[src/sv/mtp_pkg.sv]
package mtp_pkg;

    localparam int TIME_WIDTH  = 48;
    localparam int EVT_TIME_W  = 48;
    localparam int EVT_MSG_W   = 25;
    localparam int QUEUE_DEPTH = 2;
    localparam int QPTR_W      = $clog2(QUEUE_DEPTH);
    localparam int QCNT_W      = $clog2(QUEUE_DEPTH + 1);

    localparam logic [7:0] STATUS_META = 8'hFF;
    localparam logic [7:0] META_TEMPO  = 8'h51;
    localparam logic [7:0] META_EOT    = 8'h2F;
    localparam logic [7:0] DATA_MASK   = 8'h7F;
    localparam logic [3:0] NIB_SYSTEM  = 4'hF;
    localparam logic [3:0] NIB_PROGRAM = 4'hC;
    localparam logic [3:0] NIB_PRESSURE = 4'hD;
    localparam logic [31:0] TEMPO_LEN  = 32'd3;

    typedef enum logic [1:0] {
        KIND_CHANNEL   = 2'd0,
        KIND_TEMPO     = 2'd1,
        KIND_TRACK_END = 2'd2,
        KIND_ERROR     = 2'd3
    } t_kind;

    typedef struct packed {
        t_kind                   kind;
        logic [EVT_TIME_W-1:0]   time_val;
        logic [EVT_MSG_W-1:0]    msg;
    } t_event;

    typedef struct packed {
        logic   valid;
        t_event evt;
    } t_push;

    function automatic logic is_one_data(input logic [7:0] status);
        return status[7:4] == NIB_PROGRAM || status[7:4] == NIB_PRESSURE;
    endfunction

endpackage

[src/sv/midi_track_event_parser.sv]
// Channel   Direction  Handshake           Payload
// input     in         i_valid / o_ready   i_data_byte, i_chunk_end
// result    out        o_valid / i_ready   o_event_kind, o_event_time, o_event_msg
//
// One byte beat is taken per cycle while o_ready is high; a result appears on the output in the
// cycle after its byte at the earliest, later when older results are still waiting in the queue.
// Throughput is one byte per clock while o_ready is high; the parser state updates on each byte.
// A two-entry result queue separates the parser from the output side.
// o_ready drops while the queue holds two results, which needs an output stall first, and
// rises again in the cycle after a result leaves.
// Reset is synchronous and active low; the parser also clears itself after a chunk-end byte.
module midi_track_event_parser (
    input  logic                             i_clk,
    input  logic                             i_rst_n,
    input  logic                             i_valid,
    output logic                             o_ready,
    input  logic [7:0]                       i_data_byte,
    input  logic                             i_chunk_end,
    output logic                             o_valid,
    input  logic                             i_ready,
    output logic [1:0]                       o_event_kind,
    output logic [mtp_pkg::EVT_TIME_W-1:0]   o_event_time,
    output logic [mtp_pkg::EVT_MSG_W-1:0]    o_event_msg
);
    import mtp_pkg::*;

    t_push  push;
    t_event evt;
    logic   room;

    mtp_front u_front (
        .i_clk       (i_clk),
        .i_rst_n     (i_rst_n),
        .i_valid     (i_valid),
        .o_ready     (o_ready),
        .i_data_byte (i_data_byte),
        .i_chunk_end (i_chunk_end),
        .i_room      (room),
        .o_push      (push)
    );

    mtp_queue u_queue (
        .i_clk   (i_clk),
        .i_rst_n (i_rst_n),
        .i_push  (push),
        .o_room  (room),
        .o_valid (o_valid),
        .i_ready (i_ready),
        .o_event (evt)
    );

    assign o_event_kind = evt.kind;
    assign o_event_time = evt.time_val;
    assign o_event_msg  = evt.msg;

    a_full_has_output: assert property (@(posedge i_clk) disable iff (!i_rst_n)
        !o_ready |-> o_valid)
        else $error("Input stalled while no result is pending.");

    a_plain_kinds_no_msg: assert property (@(posedge i_clk) disable iff (!i_rst_n)
        o_valid && (o_event_kind == KIND_ERROR || o_event_kind == KIND_TRACK_END)
        |-> o_event_msg == '0)
        else $error("Track end or error result carries a message.");

    a_tempo_marker: assert property (@(posedge i_clk) disable iff (!i_rst_n)
        o_valid |-> (o_event_msg[24] == (o_event_kind == KIND_TEMPO)))
        else $error("Tempo marker bit disagrees with the result kind.");

    a_result_follows_beat: assert property (@(posedge i_clk) disable iff (!i_rst_n)
        !$past(i_valid && o_ready) && !$past(o_valid) |-> !o_valid)
        else $error("Result appeared without an accepted beat.");

endmodule

[src/sv/mtp_front.sv]
module mtp_front (
    input  logic          i_clk,
    input  logic          i_rst_n,
    input  logic          i_valid,
    output logic          o_ready,
    input  logic [7:0]    i_data_byte,
    input  logic          i_chunk_end,
    input  logic          i_room,
    output mtp_pkg::t_push o_push
);
    import mtp_pkg::*;

    typedef enum logic [9:0] {
        PH_DELTA     = 10'b0000000001,
        PH_CMD       = 10'b0000000010,
        PH_DATA1     = 10'b0000000100,
        PH_DATA2     = 10'b0000001000,
        PH_META_TYPE = 10'b0000010000,
        PH_META_LEN  = 10'b0000100000,
        PH_SKIP      = 10'b0001000000,
        PH_TEMPO     = 10'b0010000000,
        PH_DONE      = 10'b0100000000,
        PH_ERROR     = 10'b1000000000
    } t_phase;

    t_phase                r_phase, n_phase;
    logic [31:0]           r_delta, n_delta;
    logic [TIME_WIDTH-1:0] r_time, n_time;
    logic [7:0]            r_status, n_status;
    logic [23:0]           r_build, n_build;
    logic [7:0]            r_meta, n_meta;
    logic [31:0]           r_skip, n_skip;

    logic                  accept;
    logic [TIME_WIDTH-1:0] time_sum;
    logic [31:0]           delta_shift;
    logic [31:0]           skip_shift;
    logic [31:0]           skip_dec;
    logic                  res_valid;
    t_kind                 res_kind;
    logic [EVT_MSG_W-1:0]  res_msg;

    assign o_ready     = i_room;
    assign accept      = i_valid && i_room;
    assign time_sum    = r_time + TIME_WIDTH'(r_delta);
    assign delta_shift = {r_delta[24:0], 7'b0} + {24'b0, i_data_byte & DATA_MASK};
    assign skip_shift  = {r_skip[24:0], 7'b0} + {24'b0, i_data_byte & DATA_MASK};
    assign skip_dec    = r_skip - 32'd1;

    always_comb begin
        n_phase   = r_phase;
        n_delta   = r_delta;
        n_time    = r_time;
        n_status  = r_status;
        n_build   = r_build;
        n_meta    = r_meta;
        n_skip    = r_skip;
        res_valid = 1'b0;
        res_kind  = KIND_ERROR;
        res_msg   = '0;
        if (accept) begin
            unique case (r_phase)
                PH_DELTA: begin
                    n_delta = delta_shift;
                    if (i_data_byte[7]) begin
                        if (i_chunk_end) begin
                            res_valid = 1'b1;
                            n_phase   = PH_ERROR;
                        end
                    end else if (i_chunk_end) begin
                        res_valid = 1'b1;
                        if (delta_shift == 32'd0) begin
                            res_kind = KIND_TRACK_END;
                        end else begin
                            n_phase = PH_ERROR;
                        end
                    end else begin
                        n_phase = PH_CMD;
                    end
                end
                PH_CMD: begin
                    if (i_data_byte == STATUS_META) begin
                        if (i_chunk_end) begin
                            res_valid = 1'b1;
                            n_phase   = PH_ERROR;
                        end else begin
                            n_phase = PH_META_TYPE;
                        end
                    end else if (!i_data_byte[7]) begin
                        if (r_status == 8'd0) begin
                            res_valid = 1'b1;
                            n_phase   = PH_ERROR;
                        end else begin
                            n_build = {8'd0, i_data_byte, r_status};
                            if (is_one_data(r_status)) begin
                                res_valid = 1'b1;
                                res_kind  = KIND_CHANNEL;
                                res_msg   = {9'd0, i_data_byte, r_status};
                                n_time    = time_sum;
                                n_delta   = '0;
                                n_phase   = PH_DELTA;
                            end else if (i_chunk_end) begin
                                res_valid = 1'b1;
                                n_phase   = PH_ERROR;
                            end else begin
                                n_phase = PH_DATA2;
                            end
                        end
                    end else if (i_data_byte[7:4] != NIB_SYSTEM) begin
                        n_status = i_data_byte;
                        n_build  = {16'd0, i_data_byte};
                        if (i_chunk_end) begin
                            res_valid = 1'b1;
                            n_phase   = PH_ERROR;
                        end else begin
                            n_phase = PH_DATA1;
                        end
                    end else begin
                        res_valid = 1'b1;
                        n_phase   = PH_ERROR;
                    end
                end
                PH_DATA1: begin
                    n_build = {8'd0, i_data_byte, r_build[7:0]};
                    if (is_one_data(r_build[7:0])) begin
                        res_valid = 1'b1;
                        res_kind  = KIND_CHANNEL;
                        res_msg   = {9'd0, i_data_byte, r_build[7:0]};
                        n_time    = time_sum;
                        n_delta   = '0;
                        n_phase   = PH_DELTA;
                    end else if (i_chunk_end) begin
                        res_valid = 1'b1;
                        n_phase   = PH_ERROR;
                    end else begin
                        n_phase = PH_DATA2;
                    end
                end
                PH_DATA2: begin
                    n_build   = {i_data_byte, r_build[15:0]};
                    res_valid = 1'b1;
                    res_kind  = KIND_CHANNEL;
                    res_msg   = {1'b0, i_data_byte, r_build[15:0]};
                    n_time    = time_sum;
                    n_delta   = '0;
                    n_phase   = PH_DELTA;
                end
                PH_META_TYPE: begin
                    n_meta = i_data_byte;
                    n_skip = '0;
                    if (i_chunk_end) begin
                        res_valid = 1'b1;
                        n_phase   = PH_ERROR;
                    end else begin
                        n_phase = PH_META_LEN;
                    end
                end
                PH_META_LEN: begin
                    n_skip = skip_shift;
                    if (i_data_byte[7]) begin
                        if (i_chunk_end) begin
                            res_valid = 1'b1;
                            n_phase   = PH_ERROR;
                        end
                    end else if (r_meta == META_TEMPO) begin
                        if (skip_shift != TEMPO_LEN || i_chunk_end) begin
                            res_valid = 1'b1;
                            n_phase   = PH_ERROR;
                        end else begin
                            n_build = '0;
                            n_phase = PH_TEMPO;
                        end
                    end else begin
                        n_time  = time_sum;
                        n_delta = '0;
                        if (skip_shift == 32'd0) begin
                            n_phase = (r_meta == META_EOT) ? PH_DONE : PH_DELTA;
                            if (i_chunk_end) begin
                                res_valid = 1'b1;
                                res_kind  = KIND_TRACK_END;
                            end
                        end else if (i_chunk_end) begin
                            res_valid = 1'b1;
                            n_phase   = PH_ERROR;
                        end else begin
                            n_phase = PH_SKIP;
                        end
                    end
                end
                PH_SKIP: begin
                    n_skip = skip_dec;
                    if (skip_dec == 32'd0) begin
                        n_phase = (r_meta == META_EOT) ? PH_DONE : PH_DELTA;
                        if (i_chunk_end) begin
                            res_valid = 1'b1;
                            res_kind  = KIND_TRACK_END;
                        end
                    end else if (i_chunk_end) begin
                        res_valid = 1'b1;
                        n_phase   = PH_ERROR;
                    end
                end
                PH_TEMPO: begin
                    n_build = {r_build[15:0], i_data_byte};
                    n_skip  = skip_dec;
                    if (skip_dec == 32'd0) begin
                        res_valid = 1'b1;
                        res_kind  = KIND_TEMPO;
                        res_msg   = {1'b1, r_build[15:0], i_data_byte};
                        n_time    = time_sum;
                        n_delta   = '0;
                        n_phase   = PH_DELTA;
                    end else if (i_chunk_end) begin
                        res_valid = 1'b1;
                        n_phase   = PH_ERROR;
                    end
                end
                PH_DONE: begin
                    if (i_chunk_end) begin
                        res_valid = 1'b1;
                        res_kind  = KIND_TRACK_END;
                    end
                end
                PH_ERROR: begin
                    n_phase = PH_ERROR;
                end
                default: begin
                    n_phase = PH_ERROR;
                end
            endcase
        end
    end

    // The reported time is the track time after this byte's update.
    always_comb begin
        o_push.valid        = res_valid;
        o_push.evt.kind     = res_kind;
        o_push.evt.time_val = EVT_TIME_W'(n_time);
        o_push.evt.msg      = res_msg;
    end

    always_ff @(posedge i_clk) begin
        if (!i_rst_n || (accept && i_chunk_end)) begin
            r_phase  <= PH_DELTA;
            r_delta  <= '0;
            r_time   <= '0;
            r_status <= '0;
            r_build  <= '0;
            r_meta   <= '0;
            r_skip   <= '0;
        end else begin
            r_phase  <= n_phase;
            r_delta  <= n_delta;
            r_time   <= n_time;
            r_status <= n_status;
            r_build  <= n_build;
            r_meta   <= n_meta;
            r_skip   <= n_skip;
        end
    end

endmodule

[src/sv/mtp_queue.sv]
module mtp_queue (
    input  logic            i_clk,
    input  logic            i_rst_n,
    input  mtp_pkg::t_push  i_push,
    output logic            o_room,
    output logic            o_valid,
    input  logic            i_ready,
    output mtp_pkg::t_event o_event
);
    import mtp_pkg::*;

    t_event            r_mem [QUEUE_DEPTH];
    logic [QPTR_W-1:0] r_wr, n_wr;
    logic [QPTR_W-1:0] r_rd, n_rd;
    logic [QCNT_W-1:0] r_count, n_count;
    logic              pop;

    assign o_room  = r_count != QCNT_W'(QUEUE_DEPTH);
    assign o_valid = r_count != '0;
    assign o_event = r_mem[r_rd];
    assign pop     = o_valid && i_ready;

    always_comb begin
        n_wr    = i_push.valid ? QPTR_W'(r_wr + 1'b1) : r_wr;
        n_rd    = pop ? QPTR_W'(r_rd + 1'b1) : r_rd;
        n_count = r_count + QCNT_W'(i_push.valid) - QCNT_W'(pop);
    end

    always_ff @(posedge i_clk) begin
        if (i_push.valid) begin
            r_mem[r_wr] <= i_push.evt;
        end
    end

    always_ff @(posedge i_clk) begin
        if (!i_rst_n) begin
            r_wr    <= '0;
            r_rd    <= '0;
            r_count <= '0;
        end else begin
            r_wr    <= n_wr;
            r_rd    <= n_rd;
            r_count <= n_count;
        end
    end

endmodule
[config.mk]
export PLATFORM = sky130hd
export DESIGN_NAME = midi_track_event_parser
export DESIGN_NICKNAME = d
export VERILOG_FILES = /design/src/sv/mtp_pkg.sv /design/src/sv/midi_track_event_parser.sv /design/src/sv/mtp_front.sv /design/src/sv/mtp_queue.sv
export SDC_FILE = /design/constraint.sdc
export NUM_CORES = 1
export LEC_CHECK = 0
export ABC_AREA = 1
export BUFFER_PORTS_ARGS = -buffer_cell sky130_fd_sc_hd__buf_2
export CAP_MARGIN = 15
export CORE_ASPECT_RATIO = 1.2
export CORE_MARGIN = 2
export CORE_UTILIZATION = 40
export CTS_CLUSTER_SIZE = 40
export DETAILED_ROUTE_END_ITERATION = 16
export PLACE_DENSITY = 0.53
export SLEW_MARGIN = 5
export SYNTH_ARGS = -nofsm -noshare
export SYNTH_HDL_FRONTEND = slang
export SYNTH_SLANG_ARGS = --single-unit
[constraint.sdc]
create_clock -name i_clk -period 7.1 [get_ports i_clk]
set_input_delay 0.355 -clock i_clk [delete_from_list [all_inputs] [get_ports i_clk]]
set_output_delay 0.355 -clock i_clk [all_outputs]
set_load 0.1 [all_outputs]
==> qor.yml <==
cts:
  ctsRootBufferMaster: "clkbuf_16"
  clk_path_buf_depth: 3
  clkSinkCount: 309
  cts_tree: "yes"
  cts_hold_buf: 0
  cts_buffers: 35
  clk_latency_ns: 0.56
  cts.repair.resized: 0
  clkTransAtPathRegs_ns: 0.06
  htreeDepth: 2
  cts_setup_buffers: 0
placed_design:
  dp_slack_ns: 2.53
  post_dp_cell_area_mm2: 0.0182
  port_buffers: 89
  place_hpwl_um: 37300
  place_congestion: 0.954
setup_path:
  worstRegToRegCells: 13
  cpLargestDelayFamily: "simple AND/OR/NAND/NOR gates"
  cp_max_fo: 40
  crit_type: "flip-flop to flip-flop"
  critPathBufInv: 4
  worstPathCellList: "nor2_2, nand2_1, nor3_1, nand2_1, inv_2, nor2_4, inv_2, nor2_4, buf_4, a21oi_1, nand2_1, nor2_4, buf_4"
  crit_path_start: "u_front.r_phase[2]"
  critPathRequiredTime_ns: 7.28
  startpoint_type: "flip-flop"
  regToRegEndpoint: "u_queue.r_mem[0][38]"
  regToRegStartpoint: "u_front.r_phase[2]"
  critical_path.max_stage_delay_ns: 0.73
  end_kind: "flip-flop"
  rrSetupSlack_ns: 2.52
  worstPathArrival_ns: 4.77
  slowest_stage: "inv_2"
detailed_routing:
  wirelength_um: 50900
  wl_per_cell_um: 18.6
  drtIter0Drc: 967
  ant_nets: 0
  viasPerCell: 5.44
  vias: 14900
  route.detailed.drc: 0
  dr.pass1.iters: 6
synth:
  synth_fa_ha_area_share_pct: 2.72
  synth_mux_area_share_pct: 4.88
  synth.top_cells.by_count: "nand2_1 (444), nor2_1 (240), inv_1 (192)"
  synth_edf_count: 150
  ys_ff_latch: 309
  synth_top_area_share_pct: 26.0
  synth_top_area_cell: "edfxtp_1"
  syn_nets: 2153
  async_flop_share_pct: 0
  synth.avg_cell_area_um2: 8.23
  yosysWarnings: 0
  synth_xor_area_share_pct: 1.42
  synth-seq-area-share_pct: 44.4
  syn_inst: 2103
  synth_simple_gate_area_share_pct: 24.3
  ys_types: 58
  synth-compound-area-share_pct: 15.5
  synth_area_leaders: "edfxtp_1 (26%), dfxtp_1 (18%), nand2_1 (9.6%), nor2_1 (5.2%), mux2_2 (4.9%)"
  synth_top_family_by_area: "simple AND/OR/NAND/NOR gates"
  yosysMostFrequentCell: "nand2_1"
  yosys_most_used_dff: "dfxtp_1"
  synth_area_mm2: 0.0173
sta:
  hold_viol: 0
  rsz0062_at_grt: "no"
  max_freq_ghz: 0.218
  setup_violations: 0
  clock_skew_ns: 0.0276
  hold_slack_ns: 0.103
  maxSlewViolCount: 0
  finalCriticalPeriod_ns: 4.58
  relSlewSlack_pct: 24.0
  setup_tns_ns: 0
  period_share_pct: 64.6
  tightest_slew_ns: 1.14
  fin_ws_ns: 2.52
floorplan:
  die_w_um: 194
  fp.dieH_um: 232
  die_area_mm2: 0.0449
  start_util_pct: 40.4
  coreArea_mm2: 0.0428
  row_count: 83
  ios: 90
cells_and_area:
  diodes: 0
  nNetsFinal: 2212
  final_area_mm2: 0.0193
  syn_to_final_growth_pct: 11.5
  drive_gt1_share_pct: 15.9
  fill_cells: 4361
global_routing:
  grt_pass1_vias: 14400
  antenna_found_initial: 0
  grt_use_total_pct: 22.3
  grt_max_degree: 85
  gr-total-overflow: 0
  grt_pass1_wl_um: 79600
power:
  p_leak_nw: 7.61
  pwr_density_cell_mw_per_mm2: 284
  max-vdd-ir-drop_mv: 0.248
min_path:
  hold_path.class: "primary input to flip-flop"
  min-delay-start: "i_rst_n"
  hold_depth: 3
  hold_path_end: "u_queue.r_count[0]"
run:
  drv_cap: 0
status:
  status: "finished, final reports clean"
[metal layers]
layer / GRT usage, % / share of wire [%] / wire length, µm / up-vias
met3: 3.08 / 4.3 / 2180 / 79
met2: 40.7 / 51 / 26200 / 358
met4: 6.70 / 2.4 / 1240 / 0
met1: 27.2 / 42 / 21300 / 7086
met5: 0 / 0 / 0 / -
li1: - / - / - / 7379
[worst min-delay path: stages]
cell and delay, ns:
buf_2 0.17, nand2_1 0.07, inv_1 0.03
[worst max-delay path by stage]
stage                            to  cells after the start
5_1_grt        u_queue.r_mem[0][52]                     13
3_3_place_gp   u_queue.r_mem[0][38]                     13
3_5_place_dp   u_queue.r_mem[0][35]                     13
4_1_cts        u_queue.r_mem[0][52]                     13
6_report       u_queue.r_mem[0][38]                     13
2_1_floorplan   u_queue.r_mem[0][0]                     14
[kinds of logic after synthesis]
group / after synthesis
and+or+nand+nor: 955
xor gates and xnor gates: 28
adders and majority gates: 37
muxes: 75
DFF: 309
buffers and inverters: 279
AOI/OAI and AO/OA: 420
[power breakdown]
| group | internal (mW) | leakage, nW | switching (mW) |
|---|---|---|---|
| Clock | 1.03 | 0.555 | 0.759 |
| Sequential | 1.97 | 2.62 | 0.0850 |
| Combinational | 0.346 | 4.44 | 1.28 |
[cell usage in the layout, fill, tap and decap left out, types with 6 or more instances in the layout]
cell type,Yosys,routed
a211oi_2,28,28
o211ai_1,8,8
a31oi_1,8,8
inv_1,192,192
dfxtp_1,159,158
nor2_1,240,238
clkbuf_1,55,9
nor2_4,11,13
nand2_1,444,444
xnor2_1,6,6
a21o_1,10,10
o21ai_0,90,89
nor4_1,19,18
nand3_1,84,84
nand2_2,6,6
a21oi_1,151,151
ha_1,36,36
clkbuf_16,0,35
nor3_1,42,42
o21ai_1,11,11
xor2_1,22,22
mux2_2,75,75
nor2_2,41,41
buf_2,10,89
clkbuf_8,0,7
edfxtp_1,150,150
buf_4,4,12
a211oi_1,41,41
a221oi_1,22,22
or2_2,10,10
nand4_1,41,41
a22oi_1,24,24
[cell type report]
class                           count  area [µm²]  area share, %
Tap cell                          552         691           3.58
Clock inverter                     12         125          0.649
Clock buffer                       51        1010           5.21
Multi-Input combinational cell   1515        8490           44.0
Sequential cell                   309        7690           39.9
Inverter                          200         753           3.90
Timing Repair Buffer              101         536           2.78
[state kept, by name, summed over array words and instances, names as in the netlist, named ones only]
register	cells
u_front.r_build	16
u_front.r_status	8
u_queue.r_wr	1
u_queue.r_rd	1
u_front.r_phase	10
u_front.r_skip	32
u_queue.r_mem	150
u_front.r_delta	32
u_queue.r_count	2
u_front.r_time	48
u_front.r_meta	8
[stage by stage]
stage,util (%),instances,power [mW]
after floorplan,-,2103,3.48
after detailed placement,42.4,2677,3.73
after global routing,45.1,2740,5.69
final,45.1,2740,5.47
after global placement,42.4,2677,3.73
after CTS,45.1,2740,5.54
Note: power is estimated with default switching activity, not from simulation.
